--- src/imuyaw_pkg.sv ---
// imuyaw package: widths, register indexes, constants and saturation helper
`timescale 1ns / 1ps
package imuyaw_pkg;

	localparam int CFG_IDX_W  = 3;
	localparam int CFG_DATA_W = 23;

	localparam logic [CFG_IDX_W-1:0] CFG_GYRO_LPF_ALPHA = 3'd0;
	localparam logic [CFG_IDX_W-1:0] CFG_COMP_ALPHA     = 3'd1;
	localparam logic [CFG_IDX_W-1:0] CFG_STEP_TIME      = 3'd2;
	localparam logic [CFG_IDX_W-1:0] CFG_RATE_THRESHOLD = 3'd3;
	localparam logic [CFG_IDX_W-1:0] CFG_TILT_THRESHOLD = 3'd4;
	localparam logic [CFG_IDX_W-1:0] CFG_DRIFT_DECAY    = 3'd5;

	localparam logic [1:0] MODE_UPDATE   = 2'd0;
	localparam logic [1:0] MODE_ZERO_YAW = 2'd1;
	localparam logic [1:0] MODE_CLEAR    = 2'd2;

	localparam int MUL_A_W = 34;
	localparam int MUL_B_W = 25;
	localparam int MUL_P_W = MUL_A_W + MUL_B_W;

	// 57.2958 in Q16
	localparam logic signed [MUL_B_W-1:0] TILT_K = 25'sd3754938;

	localparam logic signed [17:0] Q16_ONE = 18'sd65536;

	function automatic logic signed [63:0] sat_s(input logic signed [63:0] v,
		input int unsigned w);
		logic signed [63:0] hi;
		logic signed [63:0] lo;
		hi = (64'sd1 <<< (w - 1)) - 64'sd1;
		lo = -hi - 64'sd1;
		if (v > hi) begin
			return hi;
		end else if (v < lo) begin
			return lo;
		end
		return v;
	endfunction

endpackage

--- src/imuyaw_mul.sv ---
// imuyaw shared signed multiplier with registered product
`timescale 1ns / 1ps
module imuyaw_mul (
	input  logic                                     clk,
	input  logic signed [imuyaw_pkg::MUL_A_W-1:0]    a,
	input  logic signed [imuyaw_pkg::MUL_B_W-1:0]    b,
	output logic signed [imuyaw_pkg::MUL_P_W-1:0]    p_q
);

	always_ff @(posedge clk) begin
		p_q <= imuyaw_pkg::MUL_P_W'(a) * imuyaw_pkg::MUL_P_W'(b);
	end

endmodule

--- config.mk ---
export PLATFORM = sky130hd
export DESIGN_NAME = imuyaw_mul
export DESIGN_NICKNAME = d
export VERILOG_FILES = /design/src/imuyaw_pkg.sv /design/src/imuyaw_mul.sv
export SDC_FILE = /design/constraint.sdc
export NUM_CORES = 2
export LEC_CHECK = 0
export ABC_CLOCK_PERIOD_IN_PS = 6900
export BUFFER_PORTS_ARGS = -buffer_cell sky130_fd_sc_hd__buf_2
export CAP_MARGIN = 20
export CORE_ASPECT_RATIO = 1.75
export CORE_MARGIN = 2
export CORE_UTILIZATION = 55
export CTS_CLUSTER_DIAMETER = 120
export DETAILED_ROUTE_END_ITERATION = 10
export GPL_TIMING_DRIVEN = 0
export PLACE_DENSITY = 0.81
export SLEW_MARGIN = 20
export SYNTH_ARGS = -nofsm -noshare
export SYNTH_HDL_FRONTEND = slang
export SYNTH_SLANG_ARGS = --single-unit
--- constraint.sdc ---
create_clock -name clk -period 6.9 [get_ports clk]
set_clock_uncertainty 0.2 [all_clocks]
set_input_delay 0.69 -clock clk [delete_from_list [all_inputs] [get_ports clk]]
set_output_delay 0.69 -clock clk [all_outputs]
set_load 0.01 [all_outputs]
* After elaboration in Yosys (flattened, before gate mapping) *
Index checks and enable logic that the tools add are counted.

storage, ports and cells
  bits in registers = 59
  bits in latches = 0
  memory bits (writable) = 0
  bits in read-only memories = 0
  input bits = 60
  output and inout bits = 59
  logic and storage cells = 2
  memories = 0

cells by class
  add/sub/neg operators = 0
  multiply operators = 1
  divide/modulo/power cells = 0
  $lt $le $gt $ge = 0
  equal/unequal tests = 0
  shift operators = 0
  muxes and demuxes = 0
  bitwise logic cells = 0
  reductions and logical operators = 0

operators by type and width
  cell                          count
  multiplier 34 x 25 -> 59 bit  1

* Logic depth before layout (Yosys ltp) *
  word-level depth = 1
  depth in mapped cells = 27
  gate-level depth less buffers = 25

* Least setup slack after synthesis *
Ideal clock, no wire load.

  kind = in2reg
  start = input a[33] in the netlist's numbering
  end = register p_q[56] in the netlist's numbering
  setup time = 0.072 ns
  arrival = 6.769 ns
  data required time = 6.628 ns
  path slack = -0.141 ns
  stages on the path = 23
  path buffers = 2
  cell sequence = clkbuf_1 > nand2_1 > inv_1 > fa_1 > fa_1 > inv_1 > fa_1 > inv_1 > fa_1 > fa_1 > fa_1 > inv_1 > fa_1 > inv_1 > ha_1 > clkbuf_1 > a21oi_1 > o21ai_0 > or3_1 > nor3_2 > o31ai_4 > a221oi_2 > xnor2_1

between the ends
  cells in the longest elaborated chain, start to end = 1

RTL lines
  item                          line              text
  start, declared               imuyaw_mul.sv:5   input logic signed [imuyaw_pkg::MUL_A_W-1:0] a,
  multiplier 34 x 25 -> 59 bit  imuyaw_mul.sv:11  p_q <= imuyaw_pkg::MUL_P_W'(a) * imuyaw_pkg::MUL_P_W'(b);
  end signal, assigned          imuyaw_mul.sv:11
  end, declared                 imuyaw_mul.sv:7   output logic signed [imuyaw_pkg::MUL_P_W-1:0] p_q

Every way passes these cells.

* Worst setup path after layout *
  start = input a[10] in the netlist's numbering
  end = register p_q[55] in the netlist's numbering

Same word-level chain as after synthesis.

==> run summary <==
1st-iter DRT viols: 2109
Mapped Cells: 3272
clk buf depth: 2
CP max FO: 10
Fillers: 4260
CTS H-tree depth: 3
Critical Path AT: 7320 ps
DRC: 0
Hold Buf Count CTS: 0
Tot GR Track Use: 0.468
initial antenna violation count: 24
Post-Syn Area per Cell: 9.45 um2
layout cells sized above 1: 0.175
vias: 25300
most common cell after layout, fill and taps aside: fa_1
Die H: 318 um
final wirelength: 128000 um
Post-Syn Nets: 4356
post-detail-place hpwl: 98600 um
Synth Warn #: 0
hold crit path type: in -> reg
pin count of the biggest net entering global routing: 15
final setup violating endpoints: 20
failing checks: negative setup slack
slew at the pin closest to its max-slew limit: 880 ps
status: finished, violations left
Nets: 4576
clk slew on worst S/H paths: 70 ps
Netlist cell types: 65
Final Hold Viols: 0
initial core utilization: 0.553
final setup margin: -326 ps
synthesis-to-layout area growth: 20.4%
Critical Path RT: 6990 ps
clock root cell: clkbuf_16
first-pass GRT wire length: 188000 um
count of final max-slew check failures: 0
ys async rst share: 0
Seq/Total Area, Yosys: 0.0382
PortBufs: 118
type of origin of the critical path: input pin
io pins: 119
Final Wtd Congestion: 1.09
drt first pass iters: 6
vias in the first global route: 28100
Fmax: 138 MHz
unrepaired setup endpoints after global routing: yes
crit end category: flop
max-capacitance violation count: 0
# rows: 115
Clock Sinks: 59
number of vias per cell: 5.99
max FFs per register: 59
Slew headroom: 0.413
DR WL/cell: 30.4 um
top flop regs: p_q (59)
total die area: 58200 um2
Post-DRT Antenna Nets: 0
die width: 183 um
Core ar.: 56000 um2
minimum clock period: 7230 ps
cts bufs inserted: 9
most frequent cells in the layout: fa_1, inv_1, nand2_1, and2_1, ha_1
synthesized area: 30900 um2
top_reg_cell synth: dfxtp_1
number of synthesized flops with an enable pin: 0
GR Overflow Total: 0
Setup TNS: -3960 ps
Largest Register: p_q
CTS tree: yes
Crit Path Class: in -> reg
fin crit share: 1.05
synthesized flop and latch total: 59
layout make-up:
class                           instances  area (um2)  area share
Antenna cell                           24        60.1     0.00161
Buffer                                146        2530      0.0679
Clock buffer                           11         243     0.00652
Clock inverter                          5        83.8     0.00225
Inverter                              811        3060      0.0821
Multi-Input combinational cell       2240       27300       0.732
Sequential cell                        59        1180      0.0317
Tap cell                              702         878      0.0236
Timing Repair Buffer                  225        1940      0.0520
path summary, 6_finish.rpt:
check | from | to | slack [ps] | cells past startpoint
max | a[10] | p_q[55]$_DFF_P_ | -330 | 24
min | a[0] | p_q[0]$_DFF_P_ | 560 | 2
metal layers:
metal,share of wire,up-vias,GRT usage
met5,0.00051,-,0.00170
met4,0.15,10,0.522
met3,0.099,876,0.174
met2,0.47,1701,0.736
met1,0.27,12900,0.439
li1,-,9833,-
cells by family after synthesis:
logic type                 share of synthesized area
and+or+nand+nor                                0.161
xor gates and xnor gates                      0.0190
buffers and inverters                          0.118
adders and majority gates                      0.624
DFF                                           0.0382
AOI/OAI and AO/OA                             0.0388
muxes                                       0.000364
synth_stat cells, drive strengths merged (22+ instances only):
cell	n	area [um2]
nor2b	31	194
o21ai	24	120
a21oi	57	289
nand2	431	1620
inv	811	3040
dfxtp	59	1180
a21o	22	165
nor2	25	96.4
clkbuf	157	589
ha	159	1990
xnor2	52	455
fa	865	17300
and2	425	2660
critical path: stages:
cell and delay (ps):
buf_6 150, clkbuf_16 200, nand2_1 90, fa_2 540
fa_1 570, inv_2 40, fa_2 530, inv_2 40
fa_2 830, inv_2 70, fa_1 510, fa_1 430
fa_1 480, ha_4 330, buf_6 110, nand2_4 60
o21ai_4 190, a21oi_2 70, o21bai_4 330, a31oi_4 150
o21a_4 300, nor3_4 300, o221ai_2 140, xnor2_1 140
repair_timing:
action,CTS,global route
pin swaps,91,70
gates resized for setup,741,124
cloned,4,1
buffers inserted,64,41
endpoints found under the setup margin,40,33
stage by stage:
step           cells  utilization  setup WS, ps  hold slack, ps  area (um2)
4_1_cts         4160        0.650          -145             505       36400
6_report        4223        0.665          -326             559       37200
3_3_place_gp    4092        0.579         -2280             883       32400
3_5_place_dp    4092        0.579         -2310             882       32400
2_1_floorplan   3272            -          4.04             617       31000
5_1_grt         4203        0.664          -507             650       37200
Power is not shown: default switching activity piles up to over one toggle a cycle in this logic, so the estimate is an artifact.
